### src/design/mte_pkg.sv
// Shared types and constants for the marker text extractor.
// Used by the front, queue and back modules; depends on nothing.
`default_nettype none

package mte_pkg;

  localparam int MARK_LEN = 21;
  localparam int WIN_LEN  = 20;
  localparam int TAIL_LEN = 4;
  localparam int Q_DEPTH  = 4;

  // First character sits in the highest byte
  localparam logic [MARK_LEN*8-1:0] START_MARK = "Sorry about that. -->";
  localparam logic [TAIL_LEN*8-1:0] END_TAG    = "/div";
  localparam logic [7:0]            CHAR_LT    = 8'h3c;
  localparam logic [7:0]            CHAR_GT    = 8'h3e;

  typedef enum logic [1:0] {
    KIND_TEXT   = 2'd0,
    KIND_END    = 2'd1,
    KIND_NOMARK = 2'd2,
    KIND_EARLY  = 2'd3
  } kind_t;

  // What one page byte produces: optional text word, optional closing status
  typedef struct packed {
    logic       has_text;
    logic [7:0] text_byte;
    logic       has_stat;
    kind_t      stat_kind;
  } entry_t;

endpackage

`default_nettype wire

### src/design/mte_front.sv
// Front end: marker search, tag tracking and classification of each page byte.
// Depends on mte_pkg; pushes result entries into mte_queue.
`default_nettype none

module mte_front
  import mte_pkg::*;
(
  input  wire logic       clk,
  input  wire logic       rst_n,
  input  wire logic       acc,
  input  wire logic [7:0] page_byte,
  input  wire logic       last_byte,
  output entry_t          push_entry,
  output logic            push
);

  typedef enum logic [1:0] {
    MODE_SEARCH,
    MODE_TEXT,
    MODE_TAG,
    MODE_DONE
  } mode_t;

  mode_t                    mode_r, mode_nxt;
  logic [WIN_LEN*8-1:0]     window_r, window_nxt;
  logic [2:0]               tag_len_r, tag_len_nxt;
  logic [TAIL_LEN*8-1:0]    tail_r, tail_nxt;
  logic                     hit;
  logic                     closed;

  assign hit = (window_r == START_MARK[MARK_LEN*8-1:8]) && (page_byte == START_MARK[7:0]);

  always_comb begin
    mode_nxt   = mode_r;
    window_nxt = window_r;
    tag_len_nxt = tag_len_r;
    tail_nxt   = tail_r;
    closed     = 1'b0;
    push_entry = '{has_text: 1'b0, text_byte: page_byte, has_stat: 1'b0, stat_kind: KIND_END};

    case (mode_r)
      MODE_SEARCH: begin
        if (hit) begin
          mode_nxt = MODE_TEXT;
        end else begin
          window_nxt = {window_r[WIN_LEN*8-9:0], page_byte};
        end
      end
      MODE_TEXT: begin
        if (page_byte == CHAR_LT) begin
          mode_nxt    = MODE_TAG;
          tag_len_nxt = '0;
          tail_nxt    = '0;
        end else begin
          push_entry.has_text = 1'b1;
        end
      end
      MODE_TAG: begin
        if (page_byte == CHAR_GT) begin
          if (tag_len_r == 3'(TAIL_LEN) && tail_r == END_TAG) begin
            push_entry.has_stat  = 1'b1;
            push_entry.stat_kind = KIND_END;
            closed               = 1'b1;
            mode_nxt             = MODE_DONE;
          end else begin
            mode_nxt = MODE_TEXT;
          end
        end else begin
          tail_nxt = {tail_r[TAIL_LEN*8-9:0], page_byte};
          if (tag_len_r != 3'd7) begin
            tag_len_nxt = tag_len_r + 3'd1;
          end
        end
      end
      default: begin
        mode_nxt = MODE_DONE;
      end
    endcase

    // Close the page and rearm
    if (last_byte) begin
      if (!closed) begin
        if (mode_nxt == MODE_SEARCH) begin
          push_entry.has_stat  = 1'b1;
          push_entry.stat_kind = KIND_NOMARK;
        end else if (mode_nxt == MODE_TEXT || mode_nxt == MODE_TAG) begin
          push_entry.has_stat  = 1'b1;
          push_entry.stat_kind = KIND_EARLY;
        end
      end
      mode_nxt    = MODE_SEARCH;
      window_nxt  = '0;
      tag_len_nxt = '0;
      tail_nxt    = '0;
    end
  end

  assign push = acc && (push_entry.has_text || push_entry.has_stat);

  always_ff @(posedge clk) begin
    if (!rst_n) begin
      mode_r    <= MODE_SEARCH;
      window_r  <= '0;
      tag_len_r <= '0;
      tail_r    <= '0;
    end else if (acc) begin
      mode_r    <= mode_nxt;
      window_r  <= window_nxt;
      tag_len_r <= tag_len_nxt;
      tail_r    <= tail_nxt;
    end
  end

endmodule

`default_nettype wire

### src/design/mte_queue.sv
// Short FIFO of result entries between front and back.
// Depends on mte_pkg for entry_t and Q_DEPTH.
`default_nettype none

module mte_queue
  import mte_pkg::*;
(
  input  wire logic clk,
  input  wire logic rst_n,
  input  wire logic push,
  input  entry_t    push_entry,
  input  wire logic pop,
  output logic      full,
  output logic      q_valid,
  output entry_t    q_entry
);

  localparam int PW = $clog2(Q_DEPTH);

  entry_t          mem_r [Q_DEPTH];
  logic [PW-1:0]   wr_ptr_r, rd_ptr_r;
  logic [PW:0]     count_r;

  assign full    = (count_r == (PW+1)'(Q_DEPTH));
  assign q_valid = (count_r != '0);
  assign q_entry = mem_r[rd_ptr_r];

  always_ff @(posedge clk) begin
    if (push) begin
      mem_r[wr_ptr_r] <= push_entry;
    end
  end

  always_ff @(posedge clk) begin
    if (!rst_n) begin
      wr_ptr_r <= '0;
      rd_ptr_r <= '0;
      count_r  <= '0;
    end else begin
      if (push) begin
        wr_ptr_r <= wr_ptr_r + PW'(1);
      end
      if (pop) begin
        rd_ptr_r <= rd_ptr_r + PW'(1);
      end
      if (push && !pop) begin
        count_r <= count_r + (PW+1)'(1);
      end else if (pop && !push) begin
        count_r <= count_r - (PW+1)'(1);
      end
    end
  end

  a_no_push_full: assert property (@(posedge clk) disable iff (!rst_n) push |-> !full)
    else $error("push into full queue");
  a_no_pop_empty: assert property (@(posedge clk) disable iff (!rst_n) pop |-> q_valid)
    else $error("pop from empty queue");
  a_entry_useful: assert property (@(posedge clk) disable iff (!rst_n)
    push |-> (push_entry.has_text || push_entry.has_stat))
    else $error("empty entry pushed");

endmodule

`default_nettype wire

### src/design/mte_back.sv
// Back end: turns queued entries into output words, text before status.
// Depends on mte_pkg; drains mte_queue into the registered output stage.
`default_nettype none

module mte_back
  import mte_pkg::*;
(
  input  wire logic        clk,
  input  wire logic        rst_n,
  input  wire logic        q_valid,
  input  entry_t           q_entry,
  output logic             pop,
  output logic             out_tvalid,
  input  wire logic        out_tready,
  output logic [7:0]       out_tdata,
  output logic [1:0]       out_tuser,
  output logic             out_tlast
);

  logic       valid_r, valid_nxt;
  logic [7:0] data_r, data_nxt;
  kind_t      kind_r, kind_nxt;
  logic       last_r, last_nxt;
  logic       text_sent_r, text_sent_nxt;
  logic       load;

  assign load = q_valid && (!valid_r || out_tready);

  always_comb begin
    valid_nxt     = valid_r;
    data_nxt      = data_r;
    kind_nxt      = kind_r;
    last_nxt      = last_r;
    text_sent_nxt = text_sent_r;
    pop           = 1'b0;
    if (load) begin
      valid_nxt = 1'b1;
      if (q_entry.has_text && !text_sent_r) begin
        data_nxt      = q_entry.text_byte;
        kind_nxt      = KIND_TEXT;
        last_nxt      = 1'b0;
        // Hold the entry when its status word still has to go out
        pop           = !q_entry.has_stat;
        text_sent_nxt = q_entry.has_stat;
      end else begin
        data_nxt      = '0;
        kind_nxt      = q_entry.stat_kind;
        last_nxt      = 1'b1;
        pop           = 1'b1;
        text_sent_nxt = 1'b0;
      end
    end else if (out_tready) begin
      valid_nxt = 1'b0;
    end
  end

  always_ff @(posedge clk) begin
    if (!rst_n) begin
      valid_r     <= 1'b0;
      text_sent_r <= 1'b0;
    end else begin
      valid_r     <= valid_nxt;
      text_sent_r <= text_sent_nxt;
    end
    data_r <= data_nxt;
    kind_r <= kind_nxt;
    last_r <= last_nxt;
  end

  assign out_tvalid = valid_r;
  assign out_tdata  = data_r;
  assign out_tuser  = kind_r;
  assign out_tlast  = last_r;

  a_text_not_final: assert property (@(posedge clk) disable iff (!rst_n)
    (valid_r && kind_r == KIND_TEXT) |-> !last_r)
    else $error("text word marked final");
  a_status_final: assert property (@(posedge clk) disable iff (!rst_n)
    (valid_r && kind_r != KIND_TEXT) |-> (last_r && data_r == '0))
    else $error("status word malformed");
  a_split_pending: assert property (@(posedge clk) disable iff (!rst_n)
    text_sent_r |-> (q_valid && q_entry.has_stat && q_entry.has_text))
    else $error("text sent flag without split entry");

endmodule

`default_nettype wire

### src/design/marker_text_extractor.sv
// Marker text extractor: one page byte in per cycle while the queue is not full, one
// result word out per cycle while out_tready is high. Bytes before the start marker
// "Sorry about that. -->" are scanned against a 20-byte history window compared in
// parallel; after it, bytes outside <...> tags come out as text words (tuser 0) until
// a </div> tag, which yields an end status (tuser 1). A page byte flagged tlast closes
// the page with a status word if none came yet (2: marker missing, 3: page ended early)
// and rearms the block. Every status word carries tlast. A last byte that carries both
// a text word and a status word goes out as two words from one queue entry, and a
// four-entry queue between the classifier and the output stage absorbs that. An accepted
// byte's entry is queued, then registered in the output stage. Input is ready after reset.
`default_nettype none

module marker_text_extractor
  import mte_pkg::*;
(
  input  wire logic       clk,
  input  wire logic       rst_n,
  input  wire logic       in_tvalid,
  output logic            in_tready,
  input  wire logic [7:0] in_tdata,   // [7:0] page_byte
  input  wire logic       in_tlast,   // last_byte
  output logic            out_tvalid,
  input  wire logic       out_tready,
  output logic [7:0]      out_tdata,  // [7:0] text_byte
  output logic [1:0]      out_tuser,  // [1:0] kind
  output logic            out_tlast   // final_res
);

  logic   acc;
  logic   push;
  entry_t push_entry;
  logic   full;
  logic   pop;
  logic   q_valid;
  entry_t q_entry;

  assign in_tready = !full;
  assign acc       = in_tvalid && in_tready;

  mte_front u_front (
    .clk        (clk),
    .rst_n      (rst_n),
    .acc        (acc),
    .page_byte  (in_tdata),
    .last_byte  (in_tlast),
    .push_entry (push_entry),
    .push       (push)
  );

  mte_queue u_queue (
    .clk        (clk),
    .rst_n      (rst_n),
    .push       (push),
    .push_entry (push_entry),
    .pop        (pop),
    .full       (full),
    .q_valid    (q_valid),
    .q_entry    (q_entry)
  );

  mte_back u_back (
    .clk        (clk),
    .rst_n      (rst_n),
    .q_valid    (q_valid),
    .q_entry    (q_entry),
    .pop        (pop),
    .out_tvalid (out_tvalid),
    .out_tready (out_tready),
    .out_tdata  (out_tdata),
    .out_tuser  (out_tuser),
    .out_tlast  (out_tlast)
  );

endmodule

`default_nettype wire

### config.mk
export PLATFORM = sky130hd
export DESIGN_NAME = marker_text_extractor
export DESIGN_NICKNAME = d
export VERILOG_FILES = /design/src/design/mte_pkg.sv /design/src/design/mte_front.sv /design/src/design/mte_queue.sv /design/src/design/mte_back.sv /design/src/design/marker_text_extractor.sv
export SDC_FILE = /design/constraint.sdc
export NUM_CORES = 1
export LEC_CHECK = 0
export ABC_AREA = 1
export BUFFER_PORTS_ARGS = -buffer_cell sky130_fd_sc_hd__buf_2
export CAP_MARGIN = 15
export CORE_UTILIZATION = 56
export CTS_CLUSTER_SIZE = 24
export DETAILED_ROUTE_END_ITERATION = 12
export PLACE_DENSITY = 0.75
export SETUP_SLACK_MARGIN = 0.05
export SLEW_MARGIN = 0
export SYNTH_ARGS = -nofsm -noshare
export SYNTH_HDL_FRONTEND = slang
export SYNTH_HIERARCHICAL = 1
export SYNTH_SLANG_ARGS = --single-unit
### constraint.sdc
create_clock -name clk -period 2.3 [get_ports clk]
set_input_delay 0.23 -clock clk [delete_from_list [all_inputs] [get_ports clk]]
set_output_delay 0.23 -clock clk [all_outputs]
set_load 0.01 [all_outputs]
Word-level counts from Yosys, hierarchy flattened:

Memories as Yosys holds them, arrays and structs flattened. A register that Yosys moved wholly into a read port is not among the register bits.
Index checks and enable logic that the tools add are counted.
Widths: inputs -> output; s select.

* add/subtract/negate cells: 5
* equal/unequal tests: 15
* multiplexer cells: 42
* reductions and logical operators: 27

Operator list (number)
* $mux 160: 3
* $eq 160x159->1 const B: 1
* $mux 32: 3
* $pmux 32 s2: 1
* $mux 3: 13
* $eq 32x30->1 const B: 1
* $eq 8x6->1 const B: 2
* $mux 2: 7
* $mux 1: 13
* $logic_and 1x1->1: 8
* $add 3x1->3 const B: 2
* $eq 3x3->1 const B: 2
* $logic_not 1->1: 6
* $ne 3x2->1 const B: 2
* $ne 3x3->1 const B: 2
* $pmux 2 s3: 1
* $pmux 3 s2: 1
* $reduce_bool 2->1: 3
* $reduce_bool 3->1: 2
* $reduce_and 5->1: 1
* $add 2x1->2 const B: 2
* $eq 2x1->1 const B: 2
* $eq 2x2->1 const B: 2
* $logic_not 2->1: 2
* 5 further kinds: 7

* register bits: 217
* RAM bits: 48
* input port bits: 13
* output and inout bits: 13
* logic and storage cells: 102
* memories kept: 1

Memories
* u_queue.mem_r: words 4, bits a word 12, read ports 1, clocked after memory_dff 1, write ports 1, line mte_queue.sv:20 `entry_t mem_r [Q_DEPTH];`

Logic depth before layout (Yosys ltp):

Gate-level depths: netlist (run 1).

* depth in word-level cells: 17
* gate-level depth with buffers: 19
* mapped depth without buffers: 19

Hierarchy:

Netlist (run 1), hierarchy kept.

Modules (own cells, without submodules)
* mte_front: instances 1, cells an instance 1185, area each 8257.9 µm², sequential area each 3943.8 µm²
* mte_queue: instances 1, cells an instance 175, area each 2227.1 µm², sequential area each 1621.6 µm²
* mte_back: instances 1, cells an instance 48, area each 556.8 µm², sequential area each 370.4 µm²
* marker_text_extractor: instances 1, cells an instance 3, area each 13.8 µm², sequential area each 0.0 µm²

Worst setup path before layout (run 1):

Ideal clock, no wire load.

* path kind: flip-flop to flip-flop
* start: reg u_front.tail_r[1]
* end: reg u_queue.count_r[2]
* library setup time: 0.110 ns
* data arrival time: 2.132 ns
* data required time: 2.190 ns
* path slack: 0.058 ns
* stages on the path, launching flop included: 20
* path buffers: 0
* clock period less this slack: 2.242 ns
* cells stage by stage: dfxtp_1 > inv_1 > nor4_1 > nand2_1 > nor2_1 > nand2_1 > nor2_1 > nand4_1 > nand3_1 > nand2_1 > inv_1 > ha_1 > inv_1 > fa_1 > inv_1 > nand2_1 > nand3_1 > nand2_1 > inv_1 > nor2_1

* longest elaborated chain between the ends: 16

RTL lines
* from (decl): line mte_front.sv:27 `logic [TAIL_LEN*8-1:0] tail_r, tail_nxt;`
* from (signal assigned): line mte_front.sv:110 `tail_r <= tail_nxt;`
* $eq 32x30->1 *: line mte_front.sv:60 `if (tag_len_r == 3'(TAIL_LEN) && tail_r == END_TAG) begin`
* $logic_and 1x1->1 *: line mte_front.sv:60
* $mux 2: line mte_front.sv:60
* $mux 2: line mte_front.sv:59 `if (page_byte == CHAR_GT) begin`
* $pmux 2 s3: line mte_front.sv:41 `case (mode_r)`
* $eq 2x1->1 or $eq 2x2->1 (tied branches): line mte_front.sv:86 `end else if (mode_nxt == MODE_TEXT || mode_nxt == MODE_TAG) begin`
* $logic_or 1x1->1: line mte_front.sv:86
* $mux 3: line mte_front.sv:86
* $mux 3: line mte_front.sv:83 `if (mode_nxt == MODE_SEARCH) begin`
* $mux 3: line mte_front.sv:82 `if (!closed) begin`
* $mux 3 *: line mte_front.sv:81 `if (last_byte) begin`
* $logic_or 1x1->1 *: line mte_front.sv:98 `assign push = acc && (push_entry.has_text || push_entry.has_stat);`
* $logic_and 1x1->1 *: line mte_front.sv:98
* via push: line marker_text_extractor.sv:30 `logic push;`
* $logic_not 1->1: line mte_queue.sv:48 `end else if (pop && !push) begin`
* $logic_and 1x1->1: line mte_queue.sv:48
* $reduce_bool 2->1 (no line)
* to (signal assigned): line mte_queue.sv:47 `count_r <= count_r + (PW+1)'(1);`
* to (signal assigned): line mte_queue.sv:49 `count_r <= count_r - (PW+1)'(1);`
* to (decl): line mte_queue.sv:22 `logic [PW:0] count_r;`

Mark *: on every way through the listed nets, which the timed path passes. The rest lies on a longest branch.
A chain may end at the register's enable or synchronous reset.

Final worst setup path (run 1):

* start: reg u_front.tail_r[9]
* end: reg u_queue.count_r[2]

Same word-level chain as after synthesis.

==> results of run 1 <==
-- routing by layer --
layer / vias to the layer above / global-route usage
li1: 4606 / -
met1: 4151 / 0.294
met2: 192 / 0.398
met3: 47 / 0.0326
met4: 0 / 0.0707
met5: - / 0
-- synthesized netlist by cell type --
library cell  count  area share
nand2_1         476        0.16
dfxtp_1         208        0.38
a21oi_1         197       0.089
nor2_1          125       0.042
inv_1           122       0.041
edfxtp_1         59        0.16
clkbuf_1         35       0.012
o21ai_0          27       0.012
buf_2            19      0.0086
o21ai_1          17      0.0077
nand3b_1         15       0.010
buf_6            13       0.013
o22ai_1          12      0.0068
buf_4            11      0.0075
nor3b_1          10      0.0068
ha_1              8      0.0091
nand3_1           8      0.0036
nor3_1            7      0.0032
nand4_1           5      0.0028
nor2_2            5      0.0028
nor4_1            5      0.0028
inv_2             3      0.0010
nand2_2           3      0.0017
nor2b_1           3      0.0017
and2_0            2      0.0011
clkinv_1          2     0.00068
nor2_4            2      0.0020
a211oi_1          1     0.00068
a21boi_0          1     0.00068
a22oi_1           1     0.00068
and2_1            1     0.00057
buf_12            1      0.0018
clkbuf_2          1     0.00045
fa_1              1      0.0018
inv_4             1     0.00057
nand2_4           1      0.0010
nor3_2            1     0.00091
o211ai_2          1      0.0011
o21a_1            1     0.00068
-- repair_timing --
action,CTS,global route
buffers inserted,6,6
hold buffers,3,0
resized for setup,23,29
pin swaps,14,13
hold endpoints to repair,3,0
cloned,3,4
endpoints found under the setup margin,113,213
-- power breakdown --
part           switching (W)  internal, W  leakage [nW]
Clock                0.00182      0.00281         0.482
Sequential          0.000112      0.00512          2.23
Combinational        0.00132     0.000847          2.04
-- flip-flops by register name, summed over array words and instances (netlist names), named ones only --
name	cells
u_back/out_tuser	2
u_back/out_tlast	1
u_back/text_sent_r	1
u_front/tag_len_r	3
u_queue/wr_ptr_r	2
u_back/out_tdata	8
u_back/out_tvalid	1
u_front/window_r	160
u_front/mode_r	2
u_front/tail_r	32
u_queue/rd_ptr_r	2
u_queue/mem_r	48
u_queue/count_r	3
-- worst max-delay path by stage --
stage	startpoint	to	slack [ps]	cells after the start
3_3_place_gp	u_front/tail_r[1]	u_queue/count_r[2]	-160	19
3_5_place_dp	u_front/tail_r[8]	u_queue/count_r[2]	-230	20
5_1_grt	u_front/tail_r[9]	u_queue/count_r[2]	-330	18
2_1_floorplan	u_front/tail_r[1]	u_queue/count_r[2]	60	19
6_report	u_front/tail_r[9]	u_queue/count_r[2]	-110	19
4_1_cts	u_front/tail_r[9]	u_queue/count_r[2]	-130	18
-- through the flow --
stage | total power [W] | hold slack [ps]
6_report | 0.0120 | 25.0
5_1_grt | 0.0126 | 26.8
4_1_cts | 0.0119 | 6.29
3_5_place_dp | 0.00716 | 448
3_3_place_gp | 0.00712 | 421
2_1_floorplan | 0.00674 | 350
-- cells by family (layout without fill, tap and decap cells) --
family / count (synthesis) / count (layout)
and+or+nand+nor: 669 / 670
buffers and inverters: 208 / 293
DFF: 267 / 267
AOI/OAI and AO/OA: 258 / 258
adders and majority gates: 9 / 9
-- area by class of cell --
class                      count  area [um2]
clock buffer                  40         817
clock inverter                12         151
timing repair buffer         113        1120
inverter                     128         488
fill                        1594        6260
multi-input combinational    937        4290
tap                          265         332
sequential                   267        5940
-- critical path, cell delays in order (launching register included) --
cell and delay [ps]:
dfxtp_2 340, nor4_4 270, buf_4 160, nand2_2 40
nor2_2 90, nand2_1 60, nor2_1 100, nand4_1 130
nand3_1 100, nand2_1 60, inv_2 90, ha_4 150
inv_2 40, fa_2 350, inv_2 60, nand2_2 60
nand3_2 70, nand2_2 50, inv_2 40, nor2_1 30
==> flow_summary.json, run 1 <==
{
  "status": "complete, but fails checks",
  "failed_checks": "setup timing",
  "whs_endpoint": "u_queue/mem_r[3][7]",
  "core_area_mm2": 0.0194,
  "yosysUniqueCellTypes": 39,
  "syn_nets": 1433,
  "p_leak_nw": 4.75,
  "powerDensity_mw_per_mm2": 915,
  "ys_seq_elements": 267,
  "synth_mux_area_frac": 0,
  "wirelength_um": 23300,
  "cts.htree.levels": 1,
  "synth_compound_area_frac": 0.120,
  "insertion_delay_ps": 540,
  "die_x_um": 143,
  "cp-start-kind": "flip-flop",
  "finalSetupTns_ps": -158,
  "r2r_slack_ps": -110,
  "synth_top_family_by_area": "simple AND/OR/NAND/NOR gates",
  "holdPathStages": 2,
  "clock-sinks": 267,
  "route.detailed.drc": 0,
  "die-area_mm2": 0.0203,
  "grt_pass1_vias": 8367,
  "synthSimpleGateAreaFrac": 0.245,
  "grt_pass1_wl_um": 38400,
  "top_layer": "met4",
  "synthAdderAreaFrac": 0.0109,
  "wl_per_cell_um": 13.2,
  "cts.clk_slew.worst_paths_ps": 60,
  "cts_tree": "yes",
  "grt_max_degree": 91,
  "ios": 26,
  "fmax_mhz": 414,
  "overflow": 0,
  "syn-cell-area_mm2": 0.0111,
  "required_ps": 2720,
  "die_h_um": 143,
  "dp_hpwl_um": 13200,
  "initial_core_util": 0.570,
  "final_cell_mix": "471 x nand2_1, 204 x dfxtp_1, 193 x a21oi_1, 118 x nor2_1, 113 x inv_1",
  "worst_pin_slew_ps": 732,
  "yosysWarnings": 6,
  "dp_cells": 1690,
  "final_cell_area_mm2": 0.0131,
  "io_buffers": 25,
  "antenna_found_initial": 0,
  "met1_length_um": 10200,
  "min_path_type": "in -> reg",
  "cts_root_buf": "clkbuf_16",
  "setup_viol": 2,
  "viasPerCell": 5.11,
  "finalMaxSlewViolations": 0,
  "drt_first_pass_iters": 5,
  "place_area_mm2": 0.0117,
  "cts_made_buffers": 28,
  "stdcell_count": 1762,
  "netlist_instances": 1411,
  "wl_met2_um": 11400,
  "ys_seq_area_frac": 0.537,
  "final_common_cell": "nand2_1",
  "syn_to_final_growth_pct": 18.9,
  "setup_slack_ps": -115,
  "period_needed_ps": 2410,
  "rsz0062_at_grt": "yes",
  "synthXorXnorAreaFrac": 0,
  "wl_met3_um": 1090,
  "syn_area_per_cell_um2": 7.84,
  "cap_viol_max_count": 0,
  "layout.nets": 1497,
  "vias": 8996,
  "row_count": 51,
  "finalWeightedCongestion": 0.838,
  "end_kind": "flip-flop",
  "drt_iter0_markers": 573,
  "drtAntennaViolNets": 0,
  "r2r-end": "u_queue/count_r[2]",
  "peakVddDrop_mv": 0.570,
  "relSlewSlack": 0.512,
  "finalHoldViolCount": 0,
  "track_usage": 0.229,
  "period_share": 1.05,
  "critPathArrivalTime_ps": 2840,
  "pre_cts_slack_ps": -226,
  "drive_gt1_frac": 0.143,
  "post-route-util": 0.678,
  "finalClockSkew_ps": 14.3,
  "hold_path.startpoint": "in_tdata[4]",
  "worst-setup-path-type": "reg -> reg",
  "diodes": 0,
  "worst_r2r_path_depth": 19,
  "crit_path_max_fanout": 2,
  "clockBufferDepth": 3,
  "worstReg2RegStart": "u_front/tail_r[9]"
}
(Power assumes the default switching activity.)
==> run 2, diff against run 1 <==
- BUFFER_PORTS_ARGS: -buffer_cell sky130_fd_sc_hd__buf_2 -> -buffer_cell sky130_fd_sc_hd__buf_4
- CORE_UTILIZATION: 56 -> 62
- CTS_CLUSTER_DIAMETER: unset -> 80
- PLACE_DENSITY: 0.75 -> 0.79
- clock period: 2.3 -> 2.6 ns (I/O delays scaled with it)
==> flow_summary.json, run 2 (synthesis results as in run 1) <==
{
  "grt_pass1_vias": 7819,
  "core_area_mm2": 0.0174,
  "finalClockSkew_ps": 17.7,
  "dp_hpwl_um": 13400,
  "initial_core_util": 0.637,
  "period_needed_ps": 2490,
  "nFillCells": 1398,
  "ios": 26,
  "vias": 8655,
  "die_h_um": 136,
  "multi_input_area_mm2": 0.00430,
  "relSlewSlack": 0.630,
  "met3_usage": 0.0262,
  "largest_reg_flops": 160,
  "row_count": 48,
  "layout.nets": 1424,
  "drt_iter0_markers": 647,
  "critPathArrivalTime_ps": 2870,
  "peakVddDrop_mv": 0.769,
  "reg_top3": "u_front/window_r (160), u_queue/mem_r (48), u_front/tail_r (32)",
  "end_kind": "flip-flop",
  "diodes": 0,
  "post-route-util": 0.687,
  "overflow": 0,
  "insertion_delay_ps": 480,
  "period_share": 0.956,
  "crit_path_max_fanout": 3,
  "required_ps": 2980,
  "wirelength_um": 21600,
  "whs_ps": 14.3,
  "viasPerCell": 5.31,
  "grt_pass1_wl_um": 35800,
  "final_common_cell": "nand2_1",
  "finalHoldViolCount": 0,
  "grt_use_met2": 0.405,
  "seq_area_mm2": 0.00594,
  "final_cell_area_mm2": 0.0119,
  "die-area_mm2": 0.0184,
  "drtAntennaViolNets": 0,
  "cts.htree.levels": 1,
  "status": "completed",
  "busiest_layer": "met2",
  "antenna_found_initial": 0,
  "cp-start-kind": "flip-flop",
  "p_leak_nw": 4.13,
  "drive_gt1_frac": 0.0783,
  "min_path_type": "in -> reg",
  "r2r_slack_ps": 110,
  "final_cell_mix": "472 x nand2_1, 206 x dfxtp_1, 197 x a21oi_1, 124 x nor2_1, 117 x inv_1",
  "wl_per_cell_um": 13.2,
  "track_usage": 0.236,
  "grtUsageMet1": 0.322,
  "place_area_mm2": 0.0114,
  "finalWeightedCongestion": 0.841,
  "setup_viol": 0,
  "fmax_mhz": 402,
  "cts_root_buf": "clkbuf_16",
  "drt_first_pass_iters": 4,
  "clock-sinks": 267,
  "finalMaxSlewViolations": 0,
  "setup_slack_ps": 114,
  "cts.clk_slew.worst_paths_ps": 90,
  "worst_pin_slew_ps": 556,
  "rsz0062_at_grt": "yes",
  "die_x_um": 136,
  "cap_viol_max_count": 0,
  "cts_made_buffers": 15,
  "largest_register": "u_front/window_r",
  "io_buffers": 25,
  "route.detailed.drc": 0,
  "clockBufferDepth": 3,
  "pre_cts_slack_ps": 74.3,
  "grt_max_degree": 92,
  "cts_tree": "yes",
  "syn_to_final_growth_pct": 7.90,
  "powerDensity_mw_per_mm2": 736,
  "worst-setup-path-type": "reg -> reg"
}
==> run 2: cell count changes in the layout (fill, tap and decap cells not counted), moves of 5 or more <==
cell       change
buf_2         -25
clkbuf_16     -18
buf_4         -16
nor2_2         -7
nor2_1         +6
buf_12         -5
clkbuf_8       -5
clkinv_2       -5
==> run 2: final timing paths <==
check	start	to	cells after the start
max	u_front/tail_r[9]	u_queue/count_r[2]	18
min	in_tdata[6]	u_queue/mem_r[1][9]	1
max reg2reg	u_front/tail_r[9]	u_queue/count_r[2]	18
min reg2reg	u_front/window_r[50]	u_front/window_r[58]	2
==> run 2: final cells by class <==
cell class	instances	area share
multi-input cells	937	0.360
clock inverters	2	0.00210
well taps	225	0.0236
inverters	128	0.0409
flip-flops and latches	267	0.498
clock buffers	18	0.0324
repair buffers	53	0.0428
==> run 2: metrics by stage <==
step | total power, W | setup TNS (ps) | instances
global route | 0.00921 | -176 | 1630
CTS | 0.00877 | 0 | 1626
floorplan | 0.00596 | 0 | 1411
detailed placement | 0.00642 | 0 | 1606
finish | 0.00878 | 0 | 1630
global placement | 0.00635 | 0 | 1606
==> run 2: per-layer routing <==
layer | vias up | share of wire | routed length, um
met5 | - | 0 | 0
met1 | 4038 | 0.47 | 10200
li1 | 4431 | - | -
met2 | 153 | 0.47 | 10300
met4 | 0 | 0.022 | 478
met3 | 33 | 0.033 | 713
==> run 2: what timing repair did <==
item | 4_1_cts | 5_1_grt
pin swaps | 0 | 11
setup endpoints to repair | 1 | 151
gates resized for setup | 3 | 24
gates cloned | 0 | 1
setup buffers | 0 | 3
hold buffers | 0 | 0
==> run 2: report_power, final <==
group / switching (W) / total, W / internal, W / leakage (nW)
Sequential: 0.000115 / 0.00463 / 0.00452 / 2.23
Combinational: 0.00114 / 0.00178 / 0.000639 / 1.70
Clock: 0.00129 / 0.00237 / 0.00108 / 0.202
==> run 2: critical path: stages, from the launching register on <==
cell	delay (ps)
dfxtp_1	360
nor4_4	310
nand2_1	100
nor2_1	160
nand2_1	80
nor2_2	120
nand4_1	110
nand3_1	100
nand2_1	70
inv_2	80
ha_4	140
inv_2	50
fa_2	370
inv_2	60
nand2_2	50
nand3_1	60
nand2_1	80
inv_2	60
nor2_1	30
